<file path="config.mk">
export PLATFORM = sky130hd
export DESIGN_NAME = srt_queue
export DESIGN_NICKNAME = d
export VERILOG_FILES = /design/src/hw/rtl/srt_pkg.sv /design/src/hw/rtl/srt_queue.sv
export SDC_FILE = /design/constraint.sdc
export NUM_CORES = 1
export LEC_CHECK = 0
export BUFFER_PORTS_ARGS = -buffer_cell sky130_fd_sc_hd__buf_2
export CORE_MARGIN = 2
export CORE_UTILIZATION = 55
export CTS_BUF_LIST = sky130_fd_sc_hd__clkbuf_16
export CTS_CLUSTER_SIZE = 16
export DETAILED_ROUTE_END_ITERATION = 12
export PLACE_DENSITY = 0.83
export SYNTH_ARGS = -nofsm -noshare
export SYNTH_HDL_FRONTEND = slang
export SYNTH_SLANG_ARGS = --single-unit
export TNS_END_PERCENT = 5
</file>
<file path="constraint.sdc">
create_clock -name clk -period 5.5 [get_ports clk]
set_input_delay 0.275 -clock clk [delete_from_list [all_inputs] [get_ports clk]]
set_output_delay 0.275 -clock clk [all_outputs]
set_load 0.1 [all_outputs]
</file>
<file path="src/hw/rtl/srt_pkg.sv">
// Shared types and constants for the sort block.
package srt_pkg;

  localparam int MAX_ITEMS   = 64;
  localparam int VALUE_W     = 32;
  localparam int COUNT_W     = $clog2(MAX_ITEMS + 1);
  localparam int QUEUE_DEPTH = 2;
  localparam int QPTR_W      = $clog2(QUEUE_DEPTH);
  localparam int QCOUNT_W    = $clog2(QUEUE_DEPTH + 1);

  typedef logic signed [VALUE_W-1:0] value_t;
  typedef logic [COUNT_W-1:0]        count_t;

  // One queued beat: a value to insert and/or the end-of-set marker.
  typedef struct packed {
    value_t value;
    logic   has_value;
    logic   last;
    logic   drop;
  } entry_t;

endpackage

</file>
<file path="src/hw/rtl/srt_queue.sv">
// Short FIFO between the input stage and the sorter.
module srt_queue (
  input  logic            clk,
  input  logic            rst,
  input  logic            push,
  input  srt_pkg::entry_t push_entry,
  output logic            full,
  input  logic            pop,
  output srt_pkg::entry_t head,
  output logic            not_empty
);
  import srt_pkg::*;

  entry_t                mem [QUEUE_DEPTH];
  logic [QPTR_W-1:0]     wr_ptr;
  logic [QPTR_W-1:0]     rd_ptr;
  logic [QCOUNT_W-1:0]   fill;
  logic                  do_push;
  logic                  do_pop;

  assign full      = fill == QCOUNT_W'(QUEUE_DEPTH);
  assign not_empty = fill != '0;
  assign do_push   = push && !full;
  assign do_pop    = pop && not_empty;
  assign head      = mem[rd_ptr];

  always_ff @(posedge clk) begin
    if (do_push) begin
      mem[wr_ptr] <= push_entry;
    end
  end

  always_ff @(posedge clk) begin
    if (rst) begin
      wr_ptr <= '0;
      rd_ptr <= '0;
      fill   <= '0;
    end else begin
      if (do_push) begin
        wr_ptr <= wr_ptr + QPTR_W'(1);
      end
      if (do_pop) begin
        rd_ptr <= rd_ptr + QPTR_W'(1);
      end
      if (do_push && !do_pop) begin
        fill <= fill + QCOUNT_W'(1);
      end else if (do_pop && !do_push) begin
        fill <= fill - QCOUNT_W'(1);
      end
    end
  end

endmodule

</file>
==> impl_results.md <==
* Flops & latches, synth at 75
* CTS clock-pin slew for the worst setup and hold paths at approximately 0.060 ns
* Design area at 0.00352 mm²
* Area Growth Syn to Fin at 28.8%
* Pre-antenna DRT Iters at 4
* Dominant cell type by area after synthesis: edfxtp_1
* # diodes at 0
* Synth async-reset ratio at 0
* Clk_skew at 0.00274 ns
* WS Path Type: reg -> out
* Post-synth top cells: 70 x edfxtp_1, 35 x mux2_2, 5 x dfxtp_1
* MaxCap Viol Count at 0
* GPL Wtd Cong at roughly 0.78
* Final Hold Violating Endpoints at 0
* Layout cells sized above 1 at 0.574
* Detailed-route DRC error count at 0
* Slowest CP cell: dfxtp_1
* CTS Hold Bufs at 0
* Tmin final at between 2 and 2.5 ns
* CORE AREA at 0.00475 mm²
* Final setup fails at 0
* Main area contributors after synthesis: edfxtp_1 77%, mux2_2 14%, dfxtp_1 3.7%
* Placement Cell Area at 0.00319 mm²
* CTS sink count at 75
* Crit path required time at 5.22 ns
* Final net count at ~260
* Worst EP arrival at 2.12 ns
* Critical Path Max Stage Delay at ~0.70 ns
* Post-CTS Setup Inserts at 0
* Final WL at 4.49 mm
* Die ar. at 0.00556 mm²
* TritonCTS clock tree: yes
* # resized after CTS at 0
* PortBufs at 75
* Max Root-Sink Buffers at 2
* Worst-Skew Late Latency at 0.32 ns
* Post-synth EDFFs at 70
* Post-route ant nets at 0
* GR Overflow Total at 0
* Vias per cell at between 4 and 5
* Simple-gate share of the synthesized area at 0.0178
* Starting Density at 0.576
* Area share of fa/ha/maj cells after synthesis at 0.00457
* Commonest register cell after synthesis: edfxtp_1
* Syn Inst Count at around 130
* Routed len/inst at 15.5 µm
* I/O pin count at 76
* DR vias at between 1,000 and 1,500
* Die Wd at 74.5 µm
* Die height at between 70 and 80 µm
* First-pass GRT wire length at about 6.7 mm
* Sequential fraction of the synthesis area at 0.805
* Type of origin of the critical path: register
* Mean post-synth cell area at a little over 20 µm²
* Synth top area share at 0.768
* Least-Margin Pin Slew at 0.843 ns
* Post-Syn Area at 0.00274 mm²
* Synth Area in Compound Gates at 0.00914
* Clock root buffer master: clkbuf_16
* Number of distinct library cells after synthesis at 14
* Fmax at 418 MHz
* Pins Over Slew Limit at 0
* Min-Delay Path Class: in -> reg
* Headroom to the max-slew limit at 0.438
* Crit. End Element: primary output
* Top-count cell post-synth: edfxtp_1
* Critical-path cell list: buf_4 -> mux2_2 -> buf_2
* Setup TNS at 0 ns
* Final worst-path cycle share at 0.435
* XOR/XNOR Fraction of Synth Area at 0.00960
* Total CTS buffers at 9
* Total global-route track usage at 0.177
* Unrepaired setup endpoints after global routing: no
* Initial DRC Count at 85
* Syn_nets at 174
* Post-synthesis mux area share at 0.144
* Crit Path Max Fanout at 22
* Largest net degree at the start of global routing at 36
* Largest family of logic cells by synthesized area: multiplexers
* Yosys warning count at 0
* Row count at 25
* Vias in the first global route at 1,455
* DP Wirelength at about 3 mm
* FF-to-FF Start: fill[1]
* Hold wc startpoint: push_entry[32]
* Status: complete, no violations
* Initial antenna violation count at 0
* H-Tree Depth at 3
[worst max-delay path, delay by kind of cell, from the launching register on]
family   cells  cell delay, ns
flops        1            0.70
buf+inv      2            0.70
mux          1            0.38
[cell usage in the layout (no fill, tap or decap)]
cell type,instances
buf_2,75
edfxtp_1,70
mux2_2,35
clkbuf_16,9
dfxtp_1,5
nor2_1,4
o21ai_0,3
xor2_1,3
clkinv_1,3
bufinv_16,3
inv_1,2
or3_1,2
a21oi_1,2
buf_4,2
or2_2,1
nor2b_2,1
and2_2,1
ha_1,1
clkinv_2,1
[area by class of cell]
cell class	count	area (µm²)
clock buffers	9	225
clock inverters	7	106
fillers	317	1230
inverters	2	7.51
multi-input cells	53	508
flip-flops and latches	75	2200
well taps	67	83.8
repair buffers	77	390
[stage by stage]
| stage | cells | hold slack [ns] | setup WS [ns] | utilization |
|---|---|---|---|---|
| 2_1_floorplan | 134 | 0.344 | 3.18 | - |
| 3_3_place_gp | 274 | 0.463 | 3.44 | 0.671 |
| 3_5_place_dp | 274 | 0.466 | 3.43 | 0.671 |
| 4_1_cts | 290 | 0.125 | 3.08 | 0.741 |
| 5_1_grt | 290 | 0.124 | 2.96 | 0.741 |
| 6_report | 290 | 0.140 | 3.11 | 0.741 |
[final timing paths]
check / cells past startpoint / end / slack (ns)
worst max-delay path: 3 / head[33] / 3.11
worst min-delay path: 1 / mem[0][32] / 0.14
worst max register to register: 4 / mem[0][30] / 3.51
worst min register to register: 2 / wr_ptr / 0.50
[routing by layer]
metal,up-vias,track usage,part of all wire
met5,-,0,0
met4,0,0.0734,0.017
met3,6,0.0935,0.065
met2,47,0.288,0.51
met1,681,0.194,0.41
li1,687,-,-
[sequential cells by signal, summed over array words and instances, names as in the netlist, named ones only]
register,cells
fill,2
mem,70
wr_ptr,1
rd_ptr,1
[logic make-up after synthesis]
family,after synthesis
muxes,35
adders and majority gates,1
buffers and inverters,6
xor gates and xnor gates,3
AOI/OAI and AO/OA,5
and+or+nand+nor,9
DFF,75
Power is not shown: default switching activity piles up to over one toggle a cycle in this logic, so the estimate is an artifact.
