File: src/hw/rtl/srt_pkg.sv
// Shared types and constants for the sort block.
package srt_pkg;

  localparam int MAX_ITEMS   = 64;
  localparam int VALUE_W     = 32;
  localparam int COUNT_W     = $clog2(MAX_ITEMS + 1);
  localparam int QUEUE_DEPTH = 2;
  localparam int QPTR_W      = $clog2(QUEUE_DEPTH);
  localparam int QCOUNT_W    = $clog2(QUEUE_DEPTH + 1);

  typedef logic signed [VALUE_W-1:0] value_t;
  typedef logic [COUNT_W-1:0]        count_t;

  // One queued beat: a value to insert and/or the end-of-set marker.
  typedef struct packed {
    value_t value;
    logic   has_value;
    logic   last;
    logic   drop;
  } entry_t;

endpackage

File: src/hw/rtl/srt_ifs.sv
// Handshake channels of the sort block.
interface srt_in_if;
  logic               valid;
  logic               ready;
  logic signed [31:0] sample_value;
  logic               final_item;
  modport source (output valid, output sample_value, output final_item, input ready);
  modport sink   (input valid, input sample_value, input final_item, output ready);
endinterface


File: src/hw/rtl/srt_front.sv
// Input stage: counts the set, drops beats past capacity, feeds the queue.
module srt_front (
  input  logic            clk,
  input  logic            rst,
  srt_in_if.sink          samples,
  output logic            q_push,
  output srt_pkg::entry_t q_entry,
  input  logic            q_full
);
  import srt_pkg::*;

  count_t count;
  logic   drop;
  logic   accept;
  logic   room;

  assign samples.ready = !q_full;
  assign accept        = samples.valid && !q_full;
  assign room          = count < count_t'(MAX_ITEMS);

  assign q_push            = accept && (room || samples.final_item);
  assign q_entry.value     = samples.sample_value;
  assign q_entry.has_value = room;
  assign q_entry.last      = samples.final_item;
  assign q_entry.drop      = drop || !room;

  always_ff @(posedge clk) begin
    if (rst) begin
      count <= '0;
      drop  <= 1'b0;
    end else if (accept) begin
      if (samples.final_item) begin
        count <= '0;
        drop  <= 1'b0;
      end else if (room) begin
        count <= count + count_t'(1);
      end else begin
        drop <= 1'b1;
      end
    end
  end

endmodule

File: src/flat_wrapper.sv
// flat-port wrapper written by rule: the top's interface ports become plain ports
module srt_front_flat import srt_pkg::*;
  (clk, rst, q_push, q_entry, q_full, samples_valid, samples_sample_value, samples_final_item, samples_ready);
  srt_in_if samples_i ();
  input  logic clk;
  input  logic rst;
  output logic q_push;
  output srt_pkg::entry_t q_entry;
  input  logic q_full;
  input wire logic [$bits(samples_i.valid)-1:0] samples_valid;
  input wire logic [$bits(samples_i.sample_value)-1:0] samples_sample_value;
  input wire logic [$bits(samples_i.final_item)-1:0] samples_final_item;
  output wire logic [$bits(samples_i.ready)-1:0] samples_ready;
  assign samples_i.valid = samples_valid;
  assign samples_i.sample_value = samples_sample_value;
  assign samples_i.final_item = samples_final_item;
  assign samples_ready = samples_i.ready;
  srt_front u_core (.clk(clk), .rst(rst), .samples(samples_i), .q_push(q_push), .q_entry(q_entry), .q_full(q_full));
endmodule
File: config.mk
export PLATFORM = sky130hd
export DESIGN_NAME = srt_front_flat
export DESIGN_NICKNAME = d
export VERILOG_FILES = /design/src/hw/rtl/srt_pkg.sv /design/src/hw/rtl/srt_ifs.sv /design/src/hw/rtl/srt_front.sv /design/src/flat_wrapper.sv
export SDC_FILE = /design/constraint.sdc
export NUM_CORES = 1
export LEC_CHECK = 0
export BUFFER_PORTS_ARGS = -buffer_cell sky130_fd_sc_hd__buf_2
export CAP_MARGIN = 30
export CORE_MARGIN = 2
export CORE_UTILIZATION = 34
export DETAILED_ROUTE_END_ITERATION = 8
export GPL_TIMING_DRIVEN = 1
export PLACE_DENSITY = 0.75
export RECOVER_POWER = 25
export SLEW_MARGIN = 10
export SYNTH_ARGS = -nofsm -noshare
export SYNTH_HDL_FRONTEND = slang
export SYNTH_SLANG_ARGS = --single-unit
File: constraint.sdc
create_clock -name clk -period 1.65 [get_ports clk]
set_input_delay 0.33 -clock clk [delete_from_list [all_inputs] [get_ports clk]]
set_output_delay 0.33 -clock clk [all_outputs]
set_load 0.02 [all_outputs]
==> flow_metrics.tcl <==
set metrics [dict create \
    status "finished clean" \
    worst-slew-pin-transition_ns 0.340 \
    vias_per_cell 4.89 \
    min_period_ns 1.39 \
    io_buffer_count 9 \
    hold_class "in -> reg" \
    p_per_area_nw_per_um2 720 \
    power.total_mw 0.391 \
    grt_overflow_total 0 \
    ir_worst_vdd_mv 0.387 \
    ys_seq_elements 8 \
    critPathKind "reg -> out" \
    hold_path_depth 2 \
    hpwlAfterDp_um 886 \
    cpMaxStageDelayCell "dfxtp_1" \
    drtAntennaViolNets 0 \
    fmax_ghz 0.721 \
    finalSetupViolations 0 \
    power_leakage_nw 0.208 \
    min_period_over_period_pct 84.1 \
    first_global_vias 426 \
    drv_cap 0 \
    insertedDiodeCount 0 \
    post-place-ws_ns 0.320 \
    drive_above_1_share_pct 28.6 \
    clk-insertion-delay-late_ns 0.26 \
    max_stage_delay_ns 0.37 \
    yosysSeqAreaShare_pct 22.7 \
    yosys.area.top_type "buf_4" \
    nets 103 \
    clock_tree.buffer_depth 2 \
    grt_pass1_wl_um 1860 \
    routed_wl_um 1150 \
    hold_viol 0 \
    vias 440 \
    initial_core_util_pct 35.9 \
    slew_viol_final 0 \
    io_pins 74 \
    yosysWarnings 0 \
    cts-root-buf "clkbuf_4" \
    synth_fp_nets 124 \
    die_w_um 49.5 \
    post_cts_buffers 0 \
    num_rows 16 \
    clk_pin_slew_ns 0.05 \
    path_delay_family "flip-flops" \
    place_congestion 0.747 \
    netlist_instances 86 \
    rsz0062_at_grt "false" \
    cts_resized 0 \
    cts.htree.levels 1 \
    dieHeight_um 49.5 \
    cts_sinks 8 \
    coreArea_um2 1960 \
    cp-start-kind "flop" \
    critPathMaxFanout 5 \
    setup_tns_ns 0 \
    cp_num_buf_inv 1 \
    firstDrtPassIters 4 \
    synth_cell_types 24 \
    drc 0 \
    synth_top_area_share_pct 36.2 \
    worst_slack_ns 0.263 \
    cp-end-kind "output pin" \
    cts_tree "done" \
    required_ns 1.32 \
    syn2layout_area_growth_pct -22.9 \
    crit_arrival_ns 1.06 \
    grt_antenna_before_repair 0 \
    drt_iter0_markers 1 \
    reg2reg_depth 4 \
    finClkSkew_ns 0.000408 \
    relSlewSlack_pct 77.1 \
    path_depth 3 \
    path_cells "nor2b_1, nor2_1, buf_2" \
    numCtsBuffers 3 \
    synth_area_um2 704 \
    ctsHoldBuffers 0 \
    synth.avg_cell_area_um2 8.19 \
    synth_top_cells_by_area "buf_4 (36%), dfxtp_1 (23%), mux2i_1 (4.3%), nand3b_1 (4.3%), a21oi_1 (2.8%)" \
    grt_use_total_pct 10.5 \
    dieArea_um2 2450 \
    wl_per_cell_um 12.8 \
    grt_max_degree 11 \
]
-- layout by cell type (no fill, tap or decap) --
master,Yosys,layout
ha_1,1,1
nor2b_1,2,2
or4_1,2,2
dfxtp_1,8,8
or3b_2,2,2
or2_2,1,1
nand2_1,3,3
nand4_1,1,1
nor4_1,3,3
or3b_1,1,1
mux2i_1,3,3
o21ai_0,2,2
buf_4,34,1
nand2b_4,1,1
nand2b_1,1,1
and2b_2,1,1
inv_1,5,5
nand3_1,1,1
buf_2,0,9
nand3b_1,4,4
clkbuf_4,0,3
o31ai_1,2,2
a21oi_1,4,4
nor2_1,2,2
-- synthesized netlist by cell type --
library cell   n
nor4_1         3
nand3b_1       4
o31ai_1        2
nor2_1         2
or3b_2         2
nand2b_1       1
or4_1          2
nand2b_4       1
buf_6          1
inv_1          5
nand2_1        3
and2b_2        1
dfxtp_1        8
nand4_1        1
o21ai_0        2
nand3_1        1
buf_4         34
nor2b_1        2
mux2i_1        3
or2_2          1
or3b_1         1
clkbuf_1       1
ha_1           1
a21oi_1        4
-- logic make-up after synthesis --
family	after synthesis	synth area share (%)
buf+inv	41	41.0
simple gates	25	23.8
fa+ha+maj	1	1.78
flops	8	22.7
compound gates	8	6.39
mux	3	4.26
-- state kept, by name, indices dropped and copies added, names as in the netlist --
signal and flops:
u_core.drop 1, u_core.count 7
-- final timing paths --
check / start / end / slack (ns)
hold reg to reg: u_core.drop / u_core.drop / 0.47
setup reg to reg: u_core.count[0] / u_core.count[2] / 0.29
hold / removal: rst / u_core.count[0] / 0.33
setup / recovery: u_core.count[6] / q_push / 0.26
-- stage by stage --
step / instance area (µm²) / utilization, % / std cells / hold slack [ns]
final: 543 / 27.7 / 90 / 0.333
after global routing: 543 / 27.7 / 90 / 0.340
after CTS: 543 / 27.7 / 90 / 0.322
after detailed placement: 520 / 26.5 / 87 / 0.457
after global placement: 520 / 26.5 / 87 / 0.446
after floorplan: 704 / - / 86 / 0.399
-- layout make-up --
type / instances / area [µm²]
inverter: 5 / 18.8
multi-input combinational: 37 / 255
fill: 236 / 1420
timing repair buffer: 10 / 52.6
tap: 27 / 33.8
clock buffer: 3 / 22.5
sequential: 8 / 160
-- power breakdown --
| part | total (mW) | switching [mW] | internal, mW |
|---|---|---|---|
| Combinational | 0.0401 | 0.0228 | 0.0173 |
| Clock | 0.155 | 0.0715 | 0.0836 |
| Sequential | 0.196 | 0.00122 | 0.195 |
-- layer usage --
metal / wire length, µm / vias up / GRT usage, %
met4: 72 / 0 / 10.6
li1: - / 205 / -
met2: 542 / 20 / 16.9
met5: 0 / - / 0
met1: 411 / 203 / 8.82
met3: 127 / 12 / 5.76
Note: power is estimated with default switching activity, not from simulation.
